<file path="src/sv/sebd_pkg.sv">
// Shared types and constants of the scaler event buffer decoder.
package sebd_pkg;

  localparam int unsigned WORD_BITS      = 32;
  localparam int unsigned INDEX_BITS     = 16;
  localparam int unsigned OLD_COUNT_BITS = 8;
  localparam int unsigned OLD_STAMP_BIT  = 31;
  localparam int unsigned NEW_FORMAT_BIT = 30;
  localparam int unsigned CFG_IDX_BITS   = 2;
  localparam int unsigned CFG_DATA_BITS  = 16;

  typedef enum logic [CFG_IDX_BITS-1:0] {
    CFG_NEW_FORMAT  = 2'd0,
    CFG_TIME_TAG_ON = 2'd1,
    CFG_WIDE_MODE   = 2'd2,
    CFG_BASE_INDEX  = 2'd3
  } cfg_idx_t;

  typedef enum logic [3:0] {
    PH_IDLE  = 4'b0001,
    PH_SKIP  = 4'b0010,
    PH_STAMP = 4'b0100,
    PH_COUNT = 4'b1000
  } phase_t;

  typedef struct packed {
    logic                  new_format;
    logic                  time_tag_on;
    logic                  wide_mode;
    logic [INDEX_BITS-1:0] base_index;
  } cfg_t;

  typedef struct packed {
    logic [INDEX_BITS-1:0] scaler_index;
    logic [WORD_BITS-1:0]  value;
    logic                  is_time;
    logic                  last;
  } res_t;

  typedef struct packed {
    logic [WORD_BITS-1:0] word;
    logic                 frame_start;
  } item_t;

endpackage

</file>
<file path="src/sv/scaler_event_buffer_decoder_core.sv">
// Top level of the scaler event buffer decoder.
//
// Usage:
//   in_*   : one beat per event buffer word; in_tdata holds the 32-bit word,
//            in_tuser flags the header word that opens a frame.
//   out_*  : one beat per decoded scaler value; out_tdata holds the running
//            scaler index and the passed-through word, out_tuser flags a time
//            stamp, out_tlast marks the final value of a frame.
//   cfg_*  : register writes (format select, time tag enable, wide stamp,
//            base index); always ready, sampled at the next header beat.
// Path: each input beat is held in the input register, then decoded into the
//   result register, from which its result beat is presented.
// Throughput: one input beat per cycle while not stalled; headers, the skipped
//   data-available word and words outside a frame give no output beat.
// Reset: rst_n low clears both stage valids and puts the decoder idle,
//   awaiting a header; registers return to new_format 0, time_tag_on 1,
//   wide_mode 0, base_index 0.
// Stall: while out_tready is low and a result waits, decode holds and the
//   input register fills; in_tready then drops until the result is taken.
module scaler_event_buffer_decoder_core #(
  parameter int unsigned COUNT_BITS = 12
) (
  input  logic        clk,
  input  logic        rst_n,
  // Input stream
  input  logic        in_tvalid,
  output logic        in_tready,
  input  logic [31:0] in_tdata,   // [31:0] word
  input  logic        in_tuser,   // [0] frame_start
  // Result stream
  output logic        out_tvalid,
  input  logic        out_tready,
  output logic [47:0] out_tdata,  // [15:0] scaler_index, [47:16] value
  output logic        out_tuser,  // [0] is_time
  output logic        out_tlast,
  // Configuration write channel
  input  logic        cfg_valid,
  output logic        cfg_ready,
  input  logic [sebd_pkg::CFG_IDX_BITS-1:0]  cfg_index,
  input  logic [sebd_pkg::CFG_DATA_BITS-1:0] cfg_data
);

  sebd_pkg::cfg_t  cfg_r;
  sebd_pkg::item_t in_item, item;
  sebd_pkg::res_t  dec_res, out_res;
  logic            item_valid, can_load, fire, emit;

  // Configuration registers; always accept a write.
  assign cfg_ready = 1'b1;

  always_ff @(posedge clk) begin
    if (!rst_n) begin
      cfg_r.new_format  <= 1'b0;
      cfg_r.time_tag_on <= 1'b1;
      cfg_r.wide_mode   <= 1'b0;
      cfg_r.base_index  <= '0;
    end else if (cfg_valid && cfg_ready) begin
      case (sebd_pkg::cfg_idx_t'(cfg_index))
        sebd_pkg::CFG_NEW_FORMAT:  cfg_r.new_format  <= cfg_data[0];
        sebd_pkg::CFG_TIME_TAG_ON: cfg_r.time_tag_on <= cfg_data[0];
        sebd_pkg::CFG_WIDE_MODE:   cfg_r.wide_mode   <= cfg_data[0];
        sebd_pkg::CFG_BASE_INDEX:  cfg_r.base_index  <= cfg_data;
        default: begin
          cfg_r <= cfg_r;
        end
      endcase
    end
  end

  assign in_item.word        = in_tdata;
  assign in_item.frame_start = in_tuser;

  // Advance the held word whenever the result register can take its outcome.
  assign fire = item_valid && can_load;

  sebd_in_stage u_in (
    .clk        (clk),
    .rst_n      (rst_n),
    .in_tvalid  (in_tvalid),
    .in_tready  (in_tready),
    .in_item    (in_item),
    .take       (fire),
    .item_valid (item_valid),
    .item       (item)
  );

  sebd_decode #(
    .COUNT_BITS (COUNT_BITS)
  ) u_dec (
    .clk   (clk),
    .rst_n (rst_n),
    .cfg   (cfg_r),
    .fire  (fire),
    .item  (item),
    .emit  (emit),
    .res   (dec_res)
  );

  sebd_out_stage u_out (
    .clk        (clk),
    .rst_n      (rst_n),
    .load       (emit),
    .res        (dec_res),
    .can_load   (can_load),
    .out_tvalid (out_tvalid),
    .out_tready (out_tready),
    .out_res    (out_res)
  );

  assign out_tdata = {out_res.value, out_res.scaler_index};
  assign out_tuser = out_res.is_time;
  assign out_tlast = out_res.last;

endmodule

</file>
<file path="src/sv/sebd_in_stage.sv">
// Input register stage of the scaler event buffer decoder.
module sebd_in_stage (
  input  logic           clk,
  input  logic           rst_n,
  input  logic           in_tvalid,
  output logic           in_tready,
  input  sebd_pkg::item_t in_item,
  input  logic           take,
  output logic           item_valid,
  output sebd_pkg::item_t item
);

  logic            valid_r, valid_nxt;
  sebd_pkg::item_t item_r;

  // Free the register when it is empty or drained this cycle.
  assign in_tready = !valid_r || take;

  always_comb begin
    valid_nxt = valid_r;
    if (in_tvalid && in_tready) begin
      valid_nxt = 1'b1;
    end else if (take) begin
      valid_nxt = 1'b0;
    end
  end

  always_ff @(posedge clk) begin
    if (!rst_n) begin
      valid_r <= 1'b0;
    end else begin
      valid_r <= valid_nxt;
    end
  end

  always_ff @(posedge clk) begin
    if (in_tvalid && in_tready) begin
      item_r <= in_item;
    end
  end

  assign item_valid = valid_r;
  assign item       = item_r;

endmodule

</file>
<file path="src/sv/sebd_decode.sv">
// Frame state machine and per-word decode of the scaler event buffer decoder.
module sebd_decode #(
  parameter int unsigned COUNT_BITS = 12
) (
  input  logic            clk,
  input  logic            rst_n,
  input  sebd_pkg::cfg_t  cfg,
  input  logic            fire,
  input  sebd_pkg::item_t item,
  output logic            emit,
  output sebd_pkg::res_t  res
);

  localparam int unsigned NB = sebd_pkg::OLD_COUNT_BITS;

  sebd_pkg::phase_t                  phase_r, phase_nxt;
  logic [COUNT_BITS-1:0]             words_left_r, words_left_nxt;
  logic [sebd_pkg::INDEX_BITS-1:0]   next_index_r, next_index_nxt;
  logic [1:0]                        stamp_left_r, stamp_left_nxt;

  logic [NB-1:0]         old_cnt, old_n, old_wl;
  logic                  old_stamp;
  logic [COUNT_BITS-1:0] new_cnt, new_n, new_wl, new_st;
  logic [1:0]            new_stamps;
  logic [1:0]            stamp_dec;
  logic [COUNT_BITS-1:0] words_dec;

  // Header arithmetic, saturating at zero, plus the stamp and word count decrements.
  always_comb begin
    old_cnt   = item.word[NB-1:0];
    old_stamp = item.word[sebd_pkg::OLD_STAMP_BIT];
    old_n     = (old_cnt != '0) ? old_cnt - NB'(1) : '0;
    old_wl    = (old_n > NB'(old_stamp)) ? old_n - NB'(old_stamp) : '0;

    new_cnt    = item.word[COUNT_BITS-1:0];
    new_stamps = cfg.time_tag_on ? (cfg.wide_mode ? 2'd2 : 2'd1) : 2'd0;
    new_st     = COUNT_BITS'(new_stamps);
    new_n      = (new_cnt != '0) ? new_cnt - COUNT_BITS'(1) : '0;
    new_wl     = (new_n > new_st) ? new_n - new_st : '0;

    stamp_dec = stamp_left_r - 2'd1;
    words_dec = words_left_r - COUNT_BITS'(1);
  end

  always_comb begin
    phase_nxt      = phase_r;
    words_left_nxt = words_left_r;
    next_index_nxt = next_index_r;
    stamp_left_nxt = stamp_left_r;
    emit           = 1'b0;
    res.scaler_index = next_index_r;
    res.value        = item.word;
    res.is_time      = 1'b0;
    res.last         = 1'b0;

    if (fire) begin
      if (item.frame_start) begin
        next_index_nxt = cfg.base_index;
        if (!cfg.new_format) begin
          stamp_left_nxt = {1'b0, old_stamp};
          words_left_nxt = COUNT_BITS'(old_wl);
          if (old_stamp) begin
            phase_nxt = sebd_pkg::PH_STAMP;
          end else if (old_wl != '0) begin
            phase_nxt = sebd_pkg::PH_COUNT;
          end else begin
            phase_nxt = sebd_pkg::PH_IDLE;
          end
        end else if (!item.word[sebd_pkg::NEW_FORMAT_BIT]) begin
          // Drop the frame: no new-format mark.
          phase_nxt      = sebd_pkg::PH_IDLE;
          words_left_nxt = '0;
          stamp_left_nxt = '0;
        end else begin
          stamp_left_nxt = new_stamps;
          words_left_nxt = new_wl;
          phase_nxt      = sebd_pkg::PH_SKIP;
        end
      end else begin
        case (phase_r)
          sebd_pkg::PH_SKIP: begin
            if (stamp_left_r != '0) begin
              phase_nxt = sebd_pkg::PH_STAMP;
            end else if (words_left_r != '0) begin
              phase_nxt = sebd_pkg::PH_COUNT;
            end else begin
              phase_nxt = sebd_pkg::PH_IDLE;
            end
          end
          sebd_pkg::PH_STAMP: begin
            stamp_left_nxt = stamp_dec;
            emit           = 1'b1;
            res.is_time    = 1'b1;
            res.last       = (stamp_dec == '0) && (words_left_r == '0);
            next_index_nxt = next_index_r + sebd_pkg::INDEX_BITS'(1);
            if (stamp_dec != '0) begin
              phase_nxt = sebd_pkg::PH_STAMP;
            end else if (words_left_r != '0) begin
              phase_nxt = sebd_pkg::PH_COUNT;
            end else begin
              phase_nxt = sebd_pkg::PH_IDLE;
            end
          end
          sebd_pkg::PH_COUNT: begin
            words_left_nxt = words_dec;
            emit           = 1'b1;
            res.last       = (words_dec == '0);
            next_index_nxt = next_index_r + sebd_pkg::INDEX_BITS'(1);
            if (words_dec == '0) begin
              phase_nxt = sebd_pkg::PH_IDLE;
            end
          end
          default: begin
            phase_nxt = phase_r;
          end
        endcase
      end
    end
  end

  always_ff @(posedge clk) begin
    if (!rst_n) begin
      phase_r      <= sebd_pkg::PH_IDLE;
      words_left_r <= '0;
      next_index_r <= '0;
      stamp_left_r <= '0;
    end else begin
      phase_r      <= phase_nxt;
      words_left_r <= words_left_nxt;
      next_index_r <= next_index_nxt;
      stamp_left_r <= stamp_left_nxt;
    end
  end

  a_count_nonzero: assert property (@(posedge clk) disable iff (!rst_n)
    (phase_r == sebd_pkg::PH_COUNT) |-> (words_left_r != '0))
    else $error("count phase with no words left");

  a_stamp_nonzero: assert property (@(posedge clk) disable iff (!rst_n)
    (phase_r == sebd_pkg::PH_STAMP) |-> (stamp_left_r != '0) && (stamp_left_r != 2'd3))
    else $error("stamp phase with bad stamp count");

  a_last_ends_frame: assert property (@(posedge clk) disable iff (!rst_n)
    (emit && res.last) |=> (phase_r == sebd_pkg::PH_IDLE))
    else $error("frame continues after last value");

  a_index_steps: assert property (@(posedge clk) disable iff (!rst_n)
    emit |=> (next_index_r == $past(next_index_r) + sebd_pkg::INDEX_BITS'(1)))
    else $error("scaler index did not advance on emit");

endmodule

</file>
<file path="src/sv/sebd_out_stage.sv">
// Result register stage of the scaler event buffer decoder.
module sebd_out_stage (
  input  logic           clk,
  input  logic           rst_n,
  input  logic           load,
  input  sebd_pkg::res_t res,
  output logic           can_load,
  output logic           out_tvalid,
  input  logic           out_tready,
  output sebd_pkg::res_t out_res
);

  logic           valid_r, valid_nxt;
  sebd_pkg::res_t res_r;

  assign can_load = !valid_r || out_tready;

  always_comb begin
    valid_nxt = valid_r;
    if (load) begin
      valid_nxt = 1'b1;
    end else if (out_tready) begin
      valid_nxt = 1'b0;
    end
  end

  always_ff @(posedge clk) begin
    if (!rst_n) begin
      valid_r <= 1'b0;
    end else begin
      valid_r <= valid_nxt;
    end
  end

  always_ff @(posedge clk) begin
    if (load) begin
      res_r <= res;
    end
  end

  assign out_tvalid = valid_r;
  assign out_res    = res_r;

endmodule
</file>
<file path="config.mk">
export PLATFORM = sky130hd
export DESIGN_NAME = scaler_event_buffer_decoder_core
export DESIGN_NICKNAME = d
export VERILOG_FILES = /design/src/sv/sebd_pkg.sv /design/src/sv/scaler_event_buffer_decoder_core.sv /design/src/sv/sebd_in_stage.sv /design/src/sv/sebd_decode.sv /design/src/sv/sebd_out_stage.sv
export SDC_FILE = /design/constraint.sdc
export NUM_CORES = 1
export LEC_CHECK = 0
export ABC_AREA = 1
export BUFFER_PORTS_ARGS = -buffer_cell sky130_fd_sc_hd__buf_2
export CAP_MARGIN = 0
export CORE_UTILIZATION = 60
export CTS_CLUSTER_SIZE = 10
export DETAILED_ROUTE_END_ITERATION = 8
export PLACE_DENSITY_LB_ADDON = 0.08
export RECOVER_POWER = 100
export SLEW_MARGIN = 20
export SYNTH_ARGS = -nofsm -noshare
export SYNTH_HDL_FRONTEND = slang
export SYNTH_SLANG_ARGS = --single-unit
</file>
<file path="constraint.sdc">
create_clock -name clk -period 5.3 [get_ports clk]
set_clock_uncertainty 0.05 [all_clocks]
set_input_delay 0.795 -clock clk [delete_from_list [all_inputs] [get_ports clk]]
set_output_delay 0.795 -clock clk [all_outputs]
set_load 0.005 [all_outputs]
</file>
==> impl_metrics.ini <==
[status]
status = complete, but fails checks
violations = max-capacitance violations

[worst_setup_path]
reg2regPathDepth = 14
worstPathRequired_ns = 5.66
r2r_slack_ns = 1.82
start_kind = register
crit_path_end_kind = register
worstPathArrival_ns = 3.84
r2r_start = u_in.item[3]
r2r-end = u_dec.words_left_r[10]
crit_type = reg -> reg
crit_path_max_fanout = 12

[power]
ir_worst_vdd_mv = 0.290
power.clock.fraction_pct = 40.6
power_frac_seq_pct = 49.8
power_density_nw_per_um2 = 321
power_frac_comb_pct = 9.6
p_leak_nw = 3.04
intPower_mw = 1.83
swShare_pct = 24.1
power_switching_uw = 581

[min_path]
holdPathStages = 0
holdPathEnd = u_out.out_res[19]
hp-class = reg -> reg
min-delay-start = u_in.item[18]

[sta]
tightest_slew_ns = 1.49
hold_viol = 0
setup_viol = 0
rsz0062_at_grt = false
max_freq_ghz = 0.287
finalSetupTns_ns = 0
period_share_pct = 65.7
fin_crit_ns = 3.48
slew_headroom_pct = 0.566
maxSlewViolCount = 0

[routing]
drt_iter0_markers = 363
wl_per_cell_um = 14.9
ant_nets = 0
vias = 5226
wl_met2_mm = 7.43
drt-met1-wl_mm = 5.87
routed_wl_mm = 14.3
route.met3.wl_um = 703
topRoutingLayerUsed = met4
drc_errors = 0
vias_per_cell = 5.45
dr.pass1.iters = 5

[floorplan]
die-area_um2 = 11200
core_um2 = 10400
die_width_um = 106
fp-row-count = 37
initial_core_util_pct = 62.3
pin_count = 109
die_h_um = 106

[global_routing]
grt_pass1_vias = 5097
grt_max_degree = 44
antenna_found_initial = 0
grtUsageTotal_pct = 27.8
grt_overflow_total = 0
grt_pass1_wl_mm = 23.8

[synth]
synth_edf_count = 83
synthTopCellsByArea = edfxtp_1 (39%), dfxtp_1 (17%), nand2_1 (6.5%)
avgSynthCellArea_um2 = 9.20
async_flop_share_pct = 0
netlist_area_um2 = 6460
synth_top_area_share_pct = 38.6
synth_cell_type_count = 41
synth_area_leader_cell = edfxtp_1
ys_warn_count = 0
synth_nets = 772
synthFlopType = edfxtp_1
ys_seq_area_share_pct = 55.6
synthCells = 703
ys_ff_latch = 138

[final_layout]
ff_latch_area_um2 = 3590
antenna_cells = 0
drive_above_1_share_pct = 15.6
final_nets = 879
fin_area_um2 = 7500
multi_input_area_um2 = 2400
area_growth_pct = 16.1
final_cell_count_no_fill = 959
final.fill_count = 800

[place]
dpl.hpwl_mm = 10.1
placed_cell_area_um2 = 7090
place.port_buffers = 107
gp_congestion = 0.912
dp.cells = 927

[clocking]
htree_levels = 4
cts_resized = 0
cts_buffers = 17
cts_hold_buf = 0
cts_tree = done
numClockSinks = 138
clkLatencyLatePin_ns = 0.54
root_buffer = clkbuf_8
cts_setup_buffers = 0
cts.path.max_buffers = 2
clkSlewWorstSetupHoldPaths_ns = 0.06

[job]
maxCapViolations = 2
==> cells by family after synthesis <==
logic type / share of synthesized area (%)
simple gates: 17.9
compound gates: 13.0
flops: 55.6
buf+inv: 7.08
xor+xnor: 3.79
fa+ha+maj: 2.63
other cells: 0.0580
==> layout make-up <==
cell class	count	share of cell area (%)
Clock buffer	27	6.02
Clock inverter	5	0.367
Inverter	92	4.60
Multi-Input combinational cell	451	31.9
Sequential cell	138	47.9
Tap cell	136	2.27
Timing Repair Buffer	110	6.92
==> layer usage <==
layer / track usage [%] / vias to the layer above
li1: - / 2596
met1: 32.0 / 2454
met2: 50.7 / 151
met3: 5.50 / 25
met4: 10.5 / 0
met5: 0 / -
==> worst max path at each step <==
stage,from,end,slack [ns]
finish,u_in.item[3],u_dec.words_left_r[10],1.82
global placement,out_tready,u_dec.next_index_r[7],2.36
CTS,u_in.item[1],u_dec.words_left_r[10],2.31
global route,u_in.item[3],u_dec.words_left_r[10],1.53
floorplan,out_tready,u_out.out_res[0],1.50
detailed placement,out_tready,u_dec.next_index_r[7],2.18
==> worst max-delay path, stage by stage (launching register included) <==
cell      delay [ns]
edfxtp_1        0.45
nor2_1          0.38
nand2_1         0.15
nor2_1          0.17
nand2_1         0.28
nand2_1         0.15
ha_1            0.14
inv_1           0.06
fa_1            0.44
a21boi_0        0.16
nor3_1          0.19
nand3b_1        0.12
and2_0          0.36
nand2_1         0.17
a21oi_1         0.09
==> cell usage in the layout (no fill, tap or decap), types with 2 or more instances in the layout <==
cell	count
nand2_1	113
inv_1	86
edfxtp_1	83
buf_2	79
a21oi_1	67
o21ai_0	67
dfxtp_1	55
nor2_1	52
nand3_1	41
clkbuf_1	39
xor2_1	22
clkbuf_16	16
ha_1	12
a31oi_1	10
nor3_1	9
nand4_1	7
xnor2_1	6
nor2_2	5
a221oi_1	5
nand3b_1	4
nand3_2	4
nand2_2	4
clkinv_2	4
nor3_2	3
clkinv_1	3
inv_2	3
nor4_1	3
o22ai_1	2
and2_0	2
or2_2	2
o21ai_2	2
buf_4	2
==> sequential cells by signal, summed over array words and instances, names as in the netlist <==
register	count
u_dec.words_left_r	12
u_out.out_tvalid	1
u_dec.stamp_left_r	2
u_dec.next_index_r	16
cfg_r	19
u_out.out_res	50
u_in.item_valid	1
u_in.item	33
u_dec.phase_r	4
==> metrics by stage <==
step | hold slack, ns | util, % | setup WS (ns) | power, mW
after floorplan | 0.350 | - | 1.50 | 1.38
final | 0.365 | 72.4 | 1.82 | 2.41
after detailed placement | 0.356 | 68.4 | 2.18 | 1.45
after CTS | 0.361 | 73.0 | 2.31 | 2.42
after global placement | 0.350 | 68.4 | 2.36 | 1.44
after global routing | 0.367 | 72.4 | 1.53 | 2.50
==> power groups by stage <==
stage	combinational, mW	sequential [mW]	clock, mW
after floorplan	0.166	1.21	0
after global placement	0.223	1.22	0
after detailed placement	0.229	1.22	0
after CTS	0.232	1.20	0.991
after global routing	0.262	1.20	1.03
final	0.232	1.20	0.978
==> cells in the mapped netlist, drive strengths merged, types with 10 or more instances <==
| cell | n |
|---|---|
| nor3 | 12 |
| clkbuf | 16 |
| a31oi | 10 |
| nand3 | 45 |
| ha | 12 |
| xor2 | 22 |
| a21oi | 68 |
| o21ai | 69 |
| nor2 | 57 |
| inv | 89 |
| nand2 | 118 |
| edfxtp | 83 |
| dfxtp | 55 |
Note: power is estimated with default switching activity, not from simulation.
